## config.mk

```make
export PLATFORM = sky130hd
export DESIGN_NAME = scfl_ram
export DESIGN_NICKNAME = d
export VERILOG_FILES = /design/src/design/size_class_free_list_allocator_assert.svh /design/src/design/scfl_ram.sv
export SDC_FILE = /design/constraint.sdc
export NUM_CORES = 2
export LEC_CHECK = 0
export ABC_AREA = 1
export BUFFER_PORTS_ARGS = -buffer_cell sky130_fd_sc_hd__buf_2
export CORE_MARGIN = 10
export CORE_UTILIZATION = 40
export DETAILED_ROUTE_END_ITERATION = 8
export PLACE_DENSITY = 0.53
export SKIP_LAST_GASP = 1
export SLEW_MARGIN = 20
export SYNTH_ARGS = -nofsm -noshare
export SYNTH_HDL_FRONTEND = slang
export SYNTH_SLANG_ARGS = --single-unit
```

## constraint.sdc

```tcl
create_clock -name clk -period 3.5 [get_ports clk]
set_input_delay 0.35 -clock clk [delete_from_list [all_inputs] [get_ports clk]]
set_output_delay 0.35 -clock clk [all_outputs]
set_load 0.01 [all_outputs]
```

## src/design/size_class_free_list_allocator_assert.svh

```systemverilog
// Assertion macros for the size-class free-list allocator.
// Included by the top level; depends on nothing else.
`ifndef SIZE_CLASS_FREE_LIST_ALLOCATOR_ASSERT_SVH
`define SIZE_CLASS_FREE_LIST_ALLOCATOR_ASSERT_SVH
`ifndef ASSERT_OFF
// A condition that must hold at every clock edge out of reset.
`define SCFL_ASSERT_ALWAYS(lbl, ck, rstn, cond, msg) \
	lbl: assert property (@(posedge ck) disable iff (!rstn) (cond)) else $error(msg);
// A condition that must hold in the same cycle as its trigger.
`define SCFL_ASSERT_SAME(lbl, ck, rstn, ante, cons, msg) \
	lbl: assert property (@(posedge ck) disable iff (!rstn) (ante) |-> (cons)) else $error(msg);
// A condition that must hold in the cycle after its trigger.
`define SCFL_ASSERT_NEXT(lbl, ck, rstn, ante, cons, msg) \
	lbl: assert property (@(posedge ck) disable iff (!rstn) (ante) |=> (cons)) else $error(msg);
`else
`define SCFL_ASSERT_ALWAYS(lbl, ck, rstn, cond, msg)
`define SCFL_ASSERT_SAME(lbl, ck, rstn, ante, cons, msg)
`define SCFL_ASSERT_NEXT(lbl, ck, rstn, ante, cons, msg)
`endif
`endif

```

## src/design/scfl_ram.sv

```systemverilog
// Generic single-write, single-read synchronous RAM with a registered read.
// Depends on nothing.
module scfl_ram #(
	parameter int WIDTH = 8,
	parameter int DEPTH = 256
) (
	input  logic                     clk,
	input  logic                     we,
	input  logic [$clog2(DEPTH)-1:0] waddr,
	input  logic [WIDTH-1:0]         wdata,
	input  logic [$clog2(DEPTH)-1:0] raddr,
	output logic [WIDTH-1:0]         rdata
);
	logic [WIDTH-1:0] mem [DEPTH];

	// Write port and registered read port.
	always_ff @(posedge clk) begin
		if (we) begin
			mem[waddr] <= wdata;
		end
		rdata <= mem[raddr];
	end
endmodule

```

; After elaboration in Yosys (flattened, before gate mapping)
; Memory sizes are Yosys's and may differ from the RTL's. A register that Yosys moved wholly into a read port is not among the register bits.
; Cells that the tools add are included.
[totals]
register_bits = 0
ram_bits = 2048
input_bits = 26
out_inout_bits = 8
mem_count = 1
[op_classes]
n_mux = 2
[mem_list]
columns = memory, depth, word_bits, rd, rd_clocked_by_memory_dff, write_ports, line_no
row1 = mem, 256, 8, 1, 1, 1, scfl_ram.sv:14  ; logic [WIDTH-1:0] mem [DEPTH];
[ops]
columns = cell, count
row1 = 1-bit two-way mux, 2

; Depth between registers and ports, before layout
[depth]
word_depth = 2
ltp_mapped = 15
mapped_depth_nobuf = 11

; Least setup slack after synthesis
; OpenSTA, ideal clock, no wires.
[synth_timing]
path_kind = in2reg
start = input we
end = memory mem[162][0], enable pin
arrival_ns = 1.471
setup_slack_ns = 1.659
path_stages = 4
n_path_buf = 2
cell_sequence = clkbuf_1 nand3_1 clkbuf_1 nor2_1
[synth_via]
elab_chain_cells = 2
[synth_lines]
columns = element, line_no
row1 = from (decl), scfl_ram.sv:8  ; input logic we,
row2 = 1-bit two-way mux, scfl_ram.sv:18  ; if (we) begin
row3 = 1-bit two-way mux (not written as such), scfl_ram.sv:19  ; mem[waddr] <= wdata;
row4 = to (decl), scfl_ram.sv:14
; Every way passes these cells.

==> summary.md <==
| Metric | Value |
|---|---|
| Antenna violations before repair | `12` |
| Fraction of layout cells with a size suffix above 1 | `10.1%` |
| Hold Path Class | `in -> reg` |
| Clk_skew | `35.1 ps` |
| Post-DP HPWL | `147000 µm` |
| Die area | `0.227 mm²` |
| Worst Path Required | `4280 ps` |
| Htree depth | `4` |
| Final hold slack | `28.1 ps` |
| Gpl congestion | `0.857` |
| Max-cap violations | `0` |
| Core area | `0.207 mm²` |
| Nature of the critical path endpoint | `register` |
| Pleak | `33.4 nW` |
| Post-route DRC | `0` |
| DRT iter0 DRCs | `5751` |
| Avg Inst Size Synth | `11.9 µm²` |
| Synth Net Count | `7029` |
| Ports | `34` |
| Total wire length | `248000 µm` |
| Worst Setup Path Type | `in -> reg` |
| Global-route wire length before repair | `366000 µm` |
| Least-Margin Pin Slew | `1100 ps` |
| Die X | `477 µm` |
| Grt total ovfl | `0` |
| Setup violations, final | `0` |
| Most common cell after layout, fill and taps aside | `nand2_1` |
| Resized Gates After CTS | `0` |
| Initial Utilization | `40.2%` |
| Cell count after synthesis | `7003` |
| Chip height | `477 µm` |
| Slew Viols, Final | `0` |
| Post-DRT Antenna Nets | `0` |
| GRT Overall Usage | `21.2%` |
| Layout Utilization | `46.0%` |
| Synth-to-Final Area Change | `14.4%` |
| Drt wl/cell | `24.4 µm` |
| # clock sinks | `2056` |
| Startpoint types | `input port` |
| Period minus WS final | `2400 ps` |
| Max clock buf depth | `3` |
| Crit Path Max Fanout | `66` |
| CTS tree | `yes` |
| Largest net degree at the start of global routing | `108` |
| Library cells used by synthesis | `14` |
| Synthesized area | `0.0834 mm²` |
| Port Buffers | `33` |
| Drt first pass iters | `6` |
| CTS Buf Count | `211` |
| Layout Cell Area excl Fill | `0.0954 mm²` |
| Yosys reg bits | `2056` |
| Root Driver | `clkbuf_16` |
| Via count | `55.0k` |
| Rows | `167` |
| Pwr dens | `550 mW/mm²` |
| Worst slew margin | `26.6%` |
| Register area share after synthesis | `73.9%` |
| Clk_lat worst skew | `840 ps` |
| IR drop worst, VDD | `0.508 mV` |
| Placed Area | `0.0886 mm²` |
| Setup_tns | `0 ps` |
| Post-CTS setup buffers | `0` |
| Fin crit share | `68.5%` |
| Max Clk Rate | `417 MHz` |
| RSZ-0062 raised after global routing | `no` |
| Nets | `7194` |
| Worst EP arrival | `3180 ps` |
| Clock Pin Slew Worst Setup and Hold Paths | `60 ps` |
| Most frequent cells in the layout | `nand2_1 (2112), edfxtp_1 (2048), nand3_1 (2019)` |
| Cts hold-fix bufs | `3` |
| DR vias/cell | `5.41` |
| Status | `finished, final reports clean` |
| Final Hold Fails | `0` |
| Number of global-route vias before repair | `53.3k` |
| Ys Warns | `0` |
==> critical path, cell delays in order <==
cell and delay, ps:
buf_8 180, inv_16 370, buf_4 610, nand2_1 120
nand3_1 100, nand3_1 90, nand3_1 170, nand3_1 100
nand3_1 240, nand3_1 420, nand2_1 180, nand2_1 70
nand2_1 70
==> registers in the layout (all words and copies together), names as in the netlist <==
signal / cells
rdata: 8
mem: 2048
==> cell type report <==
cell class,instances,area (µm²)
Antenna cell,17,42.5
Multi-Input combinational cell,4425,19200
Sequential cell,2056,61700
Timing Repair Buffer,435,4170
Tap cell,2788,3490
Fill cell,18860,112000
Clock buffer,275,5680
Inverter,39,180
Clock inverter,119,1020
==> per-layer routing <==
metal | wire length [µm] | part of all wire (%) | GRT usage [%] | vias to the layer above
met1 | 106000 | 43 | 29.6 | 27298
met2 | 116000 | 47 | 33.5 | 2038
li1 | - | - | - | 25234
met3 | 16500 | 6.7 | 3.05 | 391
met5 | 0 | 0 | 0 | -
met4 | 9220 | 3.7 | 7.99 | 0
==> cell families (layout without fill, tap and decap cells) <==
family / Yosys count / after routing / share of synthesized area [%]
and+or+nand+nor: 4425 / 4425 / 22.9
DFF: 2056 / 2056 / 73.9
buffers and inverters: 522 / 868 / 3.12
other: 0 / 17 / 0
==> through the flow <==
stage	setup WS, ps	std cells	power [W]
after floorplan	1660	7003	0.0294
after global placement	234	9740	0.0310
after detailed placement	266	9740	0.0310
after CTS	1160	10137	0.0529
after global routing	947	10153	0.0541
final	1100	10154	0.0525
==> Yosys cell counts <==
library cell | count | area (µm²)
nand2_1 | 2123 | 7970
edfxtp_1 | 2048 | 61500
nand3_1 | 2019 | 10100
nor2_1 | 283 | 1060
buf_2 | 268 | 1340
clkbuf_1 | 112 | 420
buf_4 | 46 | 345
buf_1 | 40 | 150
inv_1 | 36 | 135
buf_6 | 16 | 180
dfxtp_1 | 8 | 160
inv_2 | 2 | 7.51
buf_8 | 1 | 15.0
inv_4 | 1 | 6.26
==> power by group <==
part | switching [W] | internal [W]
clock network | 0.00945 | 0.0126
registers | 0.0000651 | 0.0271
logic | 0.00246 | 0.000815
total | 0.0120 | 0.0405
==> worst paths after layout <==
check                                 start          end  slack, ps  depth (start not counted)
worst max-delay path               raddr[0]     rdata[2]       1100                         13
worst max register to register  mem[135][7]     rdata[7]       1420                         10
worst min register to register   mem[83][0]     rdata[0]        980                         10
worst min-delay path               wdata[4]  mem[108][4]         30                          1
No activity file was read; power rests on OpenSTA's default activity.
